<file path="src/rtl/core/dawt_pkg.sv">
// ----------------------------------------------------------------------------
// dawt_pkg
// Shared widths, register indexes, region codes and window table for the
// device address window translator.
// ----------------------------------------------------------------------------
package dawt_pkg;

  localparam int unsigned AddrW   = 64;
  localparam int unsigned LenW    = 32;
  localparam int unsigned BaseW   = 48;
  localparam int unsigned SizeW   = 32;
  localparam int unsigned LimitW  = BaseW + 1;
  localparam int unsigned OffW    = 32;
  localparam int unsigned CfgIdxW = 3;
  localparam int unsigned CfgW    = 48;
  localparam int unsigned NumWin  = 9;
  localparam int unsigned WinIdxW = 4;

  // Configuration register indexes.
  localparam logic [CfgIdxW-1:0] RegSram0Base = 3'd0;
  localparam logic [CfgIdxW-1:0] RegSram0Size = 3'd1;
  localparam logic [CfgIdxW-1:0] RegSram1Base = 3'd2;
  localparam logic [CfgIdxW-1:0] RegSram1Size = 3'd3;
  localparam logic [CfgIdxW-1:0] RegTraceBase = 3'd4;
  localparam logic [CfgIdxW-1:0] RegTraceSize = 3'd5;
  localparam logic [CfgIdxW-1:0] RegDramBase  = 3'd6;
  localparam logic [CfgIdxW-1:0] RegDramSize  = 3'd7;

  // Region codes as seen on the result.
  localparam logic [1:0] RegionSram0 = 2'd0;
  localparam logic [1:0] RegionSram1 = 2'd1;
  localparam logic [1:0] RegionTrace = 2'd2;
  localparam logic [1:0] RegionDram  = 2'd3;

  // Fixed alias bases.
  localparam logic [BaseW-1:0] Sram0AliasA = 48'h0000_3ff8_0000;
  localparam logic [BaseW-1:0] Sram0AliasB = 48'h0000_3ffc_0000;
  localparam logic [BaseW-1:0] Sram0AliasC = 48'h0000_0002_0000;
  localparam logic [BaseW-1:0] Sram1AliasA = 48'h0000_4000_0000;
  localparam logic [BaseW-1:0] Sram1AliasB = 48'h0000_4004_0000;

  // Window order, highest priority first: SRAM 0 and its three aliases,
  // SRAM 1 and its two aliases, trace, DRAM.
  function automatic logic [1:0] win_region(input logic [WinIdxW-1:0] w);
    logic [1:0] r;
    r = RegionDram;
    if (w < WinIdxW'(4)) begin
      r = RegionSram0;
    end else if (w < WinIdxW'(7)) begin
      r = RegionSram1;
    end else if (w == WinIdxW'(7)) begin
      r = RegionTrace;
    end
    return r;
  endfunction

endpackage

</file>
<file path="src/rtl/core/device_address_window_translator.sv">
// ----------------------------------------------------------------------------
// device_address_window_translator
// Translates a device address and access length into a region hit, region
// number, offset and io-memory flag against nine prioritised windows.
// ----------------------------------------------------------------------------
// Pipeline: three register stages (end sum, window compares, priority select
// and offset) lie between the acceptance of an item and its result.
// Throughput: one item per cycle; each stage holds while its successor is
// full and stalled, so a bubble anywhere is absorbed.
// Reset: all configuration registers clear to zero and every stage empties.
module device_address_window_translator
  import dawt_pkg::*;
(
  input  logic                clk_i,
  input  logic                rst_ni,

  input  logic                cfg_we_i,
  input  logic [CfgIdxW-1:0]  cfg_index_i,
  input  logic [CfgW-1:0]     cfg_data_i,

  input  logic                in_valid_i,
  output logic                in_stall_o,
  input  logic [AddrW-1:0]    device_address_i,
  input  logic [LenW-1:0]     access_length_i,

  output logic                out_valid_o,
  input  logic                out_stall_i,
  output logic                hit_o,
  output logic [1:0]          region_o,
  output logic [OffW-1:0]     offset_o,
  output logic                io_memory_o
);

  // Configuration registers.
  logic [BaseW-1:0] sram0_base_q, sram1_base_q, trace_base_q, dram_base_q;
  logic [SizeW-1:0] sram0_size_q, sram1_size_q, trace_bytes_q, dram_bytes_q;

  always_ff @(posedge clk_i or negedge rst_ni) begin
    if (!rst_ni) begin
      sram0_base_q  <= '0;
      sram0_size_q  <= '0;
      sram1_base_q  <= '0;
      sram1_size_q  <= '0;
      trace_base_q  <= '0;
      trace_bytes_q <= '0;
      dram_base_q   <= '0;
      dram_bytes_q  <= '0;
    end else if (cfg_we_i) begin
      case (cfg_index_i)
        RegSram0Base: sram0_base_q  <= cfg_data_i[BaseW-1:0];
        RegSram0Size: sram0_size_q  <= cfg_data_i[SizeW-1:0];
        RegSram1Base: sram1_base_q  <= cfg_data_i[BaseW-1:0];
        RegSram1Size: sram1_size_q  <= cfg_data_i[SizeW-1:0];
        RegTraceBase: trace_base_q  <= cfg_data_i[BaseW-1:0];
        RegTraceSize: trace_bytes_q <= cfg_data_i[SizeW-1:0];
        RegDramBase:  dram_base_q   <= cfg_data_i[BaseW-1:0];
        RegDramSize:  dram_bytes_q  <= cfg_data_i[SizeW-1:0];
        default: ;
      endcase
    end
  end

  // Per-window base and size, in priority order.
  logic [BaseW-1:0] win_base [NumWin];
  logic [SizeW-1:0] win_size [NumWin];

  always_comb begin
    win_base[0] = sram0_base_q;  win_size[0] = sram0_size_q;
    win_base[1] = Sram0AliasA;   win_size[1] = sram0_size_q;
    win_base[2] = Sram0AliasB;   win_size[2] = sram0_size_q;
    win_base[3] = Sram0AliasC;   win_size[3] = sram0_size_q;
    win_base[4] = sram1_base_q;  win_size[4] = sram1_size_q;
    win_base[5] = Sram1AliasA;   win_size[5] = sram1_size_q;
    win_base[6] = Sram1AliasB;   win_size[6] = sram1_size_q;
    win_base[7] = trace_base_q;  win_size[7] = trace_bytes_q;
    win_base[8] = dram_base_q;   win_size[8] = dram_bytes_q;
  end

  // Window limits are registered off the configuration; the user must change it
  // only while the block is idle, which is not enforced, so they settle before use.
  logic [LimitW-1:0] limit_q [NumWin];
  logic [NumWin-1:0] present_q;

  always_ff @(posedge clk_i or negedge rst_ni) begin
    if (!rst_ni) begin
      for (int w = 0; w < NumWin; w++) begin
        limit_q[w] <= '0;
      end
      present_q <= '0;
    end else begin
      for (int w = 0; w < NumWin; w++) begin
        limit_q[w]   <= {1'b0, win_base[w]} + LimitW'(win_size[w]);
        present_q[w] <= (win_size[w] != '0);
      end
    end
  end

  // Stage handshake: a stage moves on when it is empty or its successor moves.
  logic v1_q, v2_q, v3_q;
  logic adv1, adv2, adv3;

  assign adv3       = !v3_q || !out_stall_i;
  assign adv2       = !v2_q || adv3;
  assign adv1       = !v1_q || adv2;
  assign in_stall_o = !adv1;

  always_ff @(posedge clk_i or negedge rst_ni) begin
    if (!rst_ni) begin
      v1_q <= 1'b0;
      v2_q <= 1'b0;
      v3_q <= 1'b0;
    end else begin
      if (adv1) begin
        v1_q <= in_valid_i;
      end
      if (adv2) begin
        v2_q <= v1_q;
      end
      if (adv3) begin
        v3_q <= v2_q;
      end
    end
  end

  // Stage 1: end of access without overflow, and the length and wrap checks.
  logic [AddrW:0]   end_d;
  logic [AddrW:0]   end1_q;
  logic [AddrW-1:0] addr1_q;
  logic             ok1_q;

  assign end_d = {1'b0, device_address_i} + (AddrW + 1)'(access_length_i);

  always_ff @(posedge clk_i) begin
    if (adv1) begin
      addr1_q <= device_address_i;
      end1_q  <= end_d;
      ok1_q   <= (access_length_i != '0) && !end_d[AddrW];
    end
  end

  // Stage 2: every window compared in parallel.
  logic [NumWin-1:0] hit_vec_d;
  logic [NumWin-1:0] hit_vec2_q;
  logic [OffW-1:0]   addr2_q;

  always_comb begin
    for (int w = 0; w < NumWin; w++) begin
      hit_vec_d[w] = ok1_q && present_q[w]
                  && (addr1_q >= AddrW'(win_base[w]))
                  && (end1_q <= (AddrW + 1)'(limit_q[w]));
    end
  end

  always_ff @(posedge clk_i) begin
    if (adv2) begin
      hit_vec2_q <= hit_vec_d;
      addr2_q    <= addr1_q[OffW-1:0];
    end
  end

  // Stage 3: first matching window wins; the offset only needs the low bits.
  logic [WinIdxW-1:0] sel_win;
  logic               any_hit;
  logic [1:0]         sel_region;
  logic [OffW-1:0]    sel_base;

  always_comb begin
    sel_win = '0;
    any_hit = 1'b0;
    for (int w = NumWin - 1; w >= 0; w--) begin
      if (hit_vec2_q[w]) begin
        sel_win = WinIdxW'(w);
        any_hit = 1'b1;
      end
    end
    sel_region = win_region(sel_win);
    sel_base   = win_base[sel_win][OffW-1:0];
  end

  logic             hit3_q;
  logic [1:0]       region3_q;
  logic [OffW-1:0]  offset3_q;
  logic             io3_q;

  always_ff @(posedge clk_i) begin
    if (adv3) begin
      hit3_q    <= any_hit;
      region3_q <= any_hit ? sel_region : RegionSram0;
      offset3_q <= any_hit ? (addr2_q - sel_base) : '0;
      io3_q     <= any_hit && (sel_region == RegionSram0 || sel_region == RegionSram1);
    end
  end

  assign out_valid_o = v3_q;
  assign hit_o       = hit3_q;
  assign region_o    = region3_q;
  assign offset_o    = offset3_q;
  assign io_memory_o = io3_q;

endmodule

</file>
<file path="config.mk">
export PLATFORM = sky130hd
export DESIGN_NAME = device_address_window_translator
export DESIGN_NICKNAME = d
export VERILOG_FILES = /design/src/rtl/core/dawt_pkg.sv /design/src/rtl/core/device_address_window_translator.sv
export SDC_FILE = /design/constraint.sdc
export NUM_CORES = 2
export LEC_CHECK = 0
export BUFFER_PORTS_ARGS = -buffer_cell sky130_fd_sc_hd__buf_4
export CORE_MARGIN = 8
export CORE_UTILIZATION = 63
export CTS_CLUSTER_SIZE = 40
export DETAILED_ROUTE_END_ITERATION = 8
export PLACE_DENSITY_LB_ADDON = 0.1
export SETUP_SLACK_MARGIN = 0.05
export SLEW_MARGIN = 0
export SYNTH_ARGS = -nofsm -noshare
export SYNTH_HDL_FRONTEND = slang
export SYNTH_SLANG_ARGS = --single-unit
</file>
<file path="constraint.sdc">
create_clock -name clk_i -period 6.45 [get_ports clk_i]
set_clock_uncertainty 0.1 [all_clocks]
set_input_delay 0.9675 -clock clk_i [delete_from_list [all_inputs] [get_ports clk_i]]
set_output_delay 0.9675 -clock clk_i [all_outputs]
set_load 0.03 [all_outputs]
</file>
==> results.ini <==
[clock_tree]
cts.sinks = 842
cts_tree = built
clockBufferDepth = 3
clk_latency_ns = 0.68
postCtsResizedCells = 0
path_clk_slew_ns = 0.06
cts_hold_buf = 0
htreeDepth = 3
clock-root-buffer = clkbuf_16
cts_buffers = 95
post_cts_buffers = 0

[floorplanning]
pin_count = 190
chipWidth_um = 305
dieArea_mm2 = 0.0930
chipHeight_um = 305
num_rows = 106
core-area_mm2 = 0.0832
start_util_pct = 63.2

[timing]
final-hold-violation-count = 0
post-route-min-period_ns = 5.56
fmax_mhz = 180
min_period_over_period_pct = 86.3
drv_slew = 0
tightest_slew_ns = 1.26
grt_setup_unrepaired = false
worst_slack_ns = 0.887
tns_ns = 0
setup_violations = 0
max-slew-margin-rel_pct = 15.7

[yosys]
synth_cell_types = 81
postSynthAreaPerCell_um2 = 10.0
synth_edf_count = 207
syn_inst = 5258
ys_ff_latch = 842
synth_top_area_cell = dfrtp_1
ys.flop_type = dfrtp_1
synth_fp_nets = 6119
synth_seq_area_share_pct = 42.0
yosys_warnings = 0
synthArstFlopShare_pct = 75.4
synth_area_mm2 = 0.0526
synth_top_cell_area_share_pct = 30.2
synth_area_leaders = dfrtp_1 (30%), ha_1 (17%), edfxtp_1 (12%)

[drt]
drt-initial-drc-count = 4788
wl_per_cell_um = 27.8
wl_met3_um = 20400
met1Wirelength_um = 73800
dr.pass1.iters = 6
wl_met2_um = 78200
vias = 43000
postRouteAntennaNets = 0
via_per_inst = 6.48
top_layer_used = met5
drc = 0
wl_um = 184000

[grt]
grtUsageTotal_pct = 38.6
antenna_found_initial = 7
overflow = 0
grt_pass1_vias = 41400
grt_max_degree = 166
grt_pass1_wl_um = 268000

[layout]
area_growth_syn_to_layout_pct = 11.3
fin_nets = 6323
drive_gt1_share_pct = 10.7

[setup_path]
r2r_start = hit_vec2_q[6]$_DFFE_PP_
crit_type = reg -> reg
r2r-end = offset_o[26]$_SDFFCE_PN0P_
startpoint_type = flip-flop
crit_arrival_ns = 5.85
crit_path_end_kind = flip-flop
worstPathMaxFanout = 11
crit_required_ns = 6.74
worst-r2r-cell-count = 18
r2r_slack_ns = 0.89

[placement]
finalWeightedCongestion = 1.01
dp_hpwl_um = 143000
buffer_ports.inserted = 189
post-place-ws_ns = 0.975

[power]
switchingPower_mw = 9.38
irDropWorstVdd_uv = 274
p_int_mw = 13.9
seqPwrFrac_pct = 35.8
leakagePower_nw = 27.8
comb_power_share_pct = 40.1
switching_share_pct = 40.2
clockPowerShare_pct = 24.0
power.density_mw_per_mm2 = 398

[hold_path]
hold_class = in -> async

[status]
outcome = completed

[job]
max-cap-violations = 0

-- worst max path at each step --
stage | startpoint | endpoint | slack, ns | depth (start not counted)
after floorplan | out_stall_i | in_stall_o | -0.82 | 2
after global placement | hit_vec2_q[6]$_DFFE_PP_ | offset_o[26]$_SDFFCE_PN0P_ | 1.0 | 18
after detailed placement | hit_vec2_q[6]$_DFFE_PP_ | offset_o[26]$_SDFFCE_PN0P_ | 0.98 | 18
after CTS | hit_vec2_q[6]$_DFFE_PP_ | offset_o[26]$_SDFFCE_PN0P_ | 0.89 | 18
after global routing | hit_vec2_q[6]$_DFFE_PP_ | offset_o[31]$_SDFFCE_PN0P_ | 0.51 | 18
final | hit_vec2_q[6]$_DFFE_PP_ | offset_o[26]$_SDFFCE_PN0P_ | 0.89 | 18
-- through the flow --
| step | hold WS, ns | total power, mW | instance area, um^2 | utilization [%] | instances |
|---|---|---|---|---|---|
| finish | 0.125 | 23.3 | 58600 | 70.4 | 6629 |
| global route | 0.144 | 24.5 | 58500 | 70.4 | 6624 |
| CTS | 0.117 | 23.1 | 58500 | 70.4 | 6624 |
| detailed placement | 0.292 | 17.4 | 55300 | 66.6 | 6445 |
| global placement | 0.288 | 17.2 | 55300 | 66.6 | 6445 |
| floorplan | 0.278 | 14.1 | 52600 | - | 5258 |
-- cell usage after synthesis (15+ instances only) --
| cell type | count |
|---|---|
| a211oi_1 | 43 |
| a21o_1 | 273 |
| a21oi_1 | 345 |
| a221oi_1 | 20 |
| a31oi_1 | 25 |
| and2_1 | 16 |
| and3_1 | 50 |
| and4_1 | 15 |
| clkbuf_1 | 116 |
| dfrtp_1 | 635 |
| edfxtp_1 | 207 |
| ha_1 | 703 |
| inv_1 | 570 |
| mux2_2 | 175 |
| nand2_1 | 340 |
| nand2b_1 | 40 |
| nand3_1 | 85 |
| nand4_1 | 179 |
| nor2_1 | 278 |
| nor2b_1 | 58 |
| nor3_1 | 61 |
| nor4_1 | 65 |
| o211ai_1 | 29 |
| o21a_1 | 38 |
| o21ai_0 | 299 |
| o21ai_1 | 51 |
| o21bai_1 | 28 |
| o221ai_1 | 18 |
| xnor2_1 | 232 |
| xor2_1 | 70 |
-- logic make-up after synthesis --
logic type | synth area share, %
buf+inv | 5.02
xor+xnor | 5.03
compound gates | 15.6
simple gates | 11.6
fa+ha+maj | 17.0
flops | 42.0
mux | 3.78
-- state kept, by name, indices dropped and copies added, names as in the netlist, 32 cells and up --
register,count
addr1_q,64
dram_bytes_q,32
sram1_base_q,48
sram0_size_q,32
dram_base_q,48
sram1_size_q,32
offset_o,32
sram0_base_q,48
addr2_q,32
end1_q,65
trace_bytes_q,32
trace_base_q,48
limit_q,308
-- cells in the final DEF (no fill, tap or decap), drive strengths merged, types with 179 or more instances in the layout --
| master | Yosys | final |
|---|---|---|
| ha | 703 | 703 |
| dfrtp | 635 | 635 |
| inv | 571 | 575 |
| o21ai | 350 | 350 |
| a21oi | 345 | 345 |
| nand2 | 340 | 340 |
| nor2 | 278 | 278 |
| a21o | 273 | 273 |
| buf | 15 | 238 |
| xnor2 | 232 | 232 |
| edfxtp | 207 | 207 |
| nand4 | 179 | 179 |
-- critical path, cell delays in order (launching register included) --
cell	delay, ns
edfxtp_1	0.40
nand2b_1	0.16
a221oi_1	0.59
nor4b_4	0.68
a21o_1	0.23
o22ai_1	0.08
nor3_1	0.20
ha_1	0.23
inv_1	0.07
fa_1	0.41
a21o_1	0.22
a311o_1	0.38
o311a_1	0.33
o21ai_1	0.30
a21oi_1	0.17
or3_1	0.38
a21oi_1	0.18
xor2_1	0.15
nor2_1	0.05
-- final cells by class --
type,instances,area [um^2]
Antenna cell,5,12.5
Clock buffer,134,2700
Clock inverter,45,502
Fill cell,6315,24600
Inverter,571,2140
Multi-Input combinational cell,3714,27900
Sequential cell,842,22100
Tap cell,1080,1350
Timing Repair Buffer,238,1840
-- routing by layer --
metal | up-vias | track usage (%)
met3 | 491 | 10.2
met5 | - | 0
met1 | 21000 | 51.7
met4 | 10 | 20.2
met2 | 2199 | 57.3
li1 | 19300 | -
-- power by group through the flow --
stage / Sequential, mW / Combinational (mW) / Clock [mW]
floorplan: 7.83 / 6.25 / 0
global placement: 8.32 / 8.87 / 0
detailed placement: 8.35 / 9.09 / 0
finish: 8.35 / 9.35 / 5.60
CTS: 8.26 / 9.20 / 5.61
global route: 8.40 / 10.3 / 5.82
No activity file was read; power rests on OpenSTA's default activity.
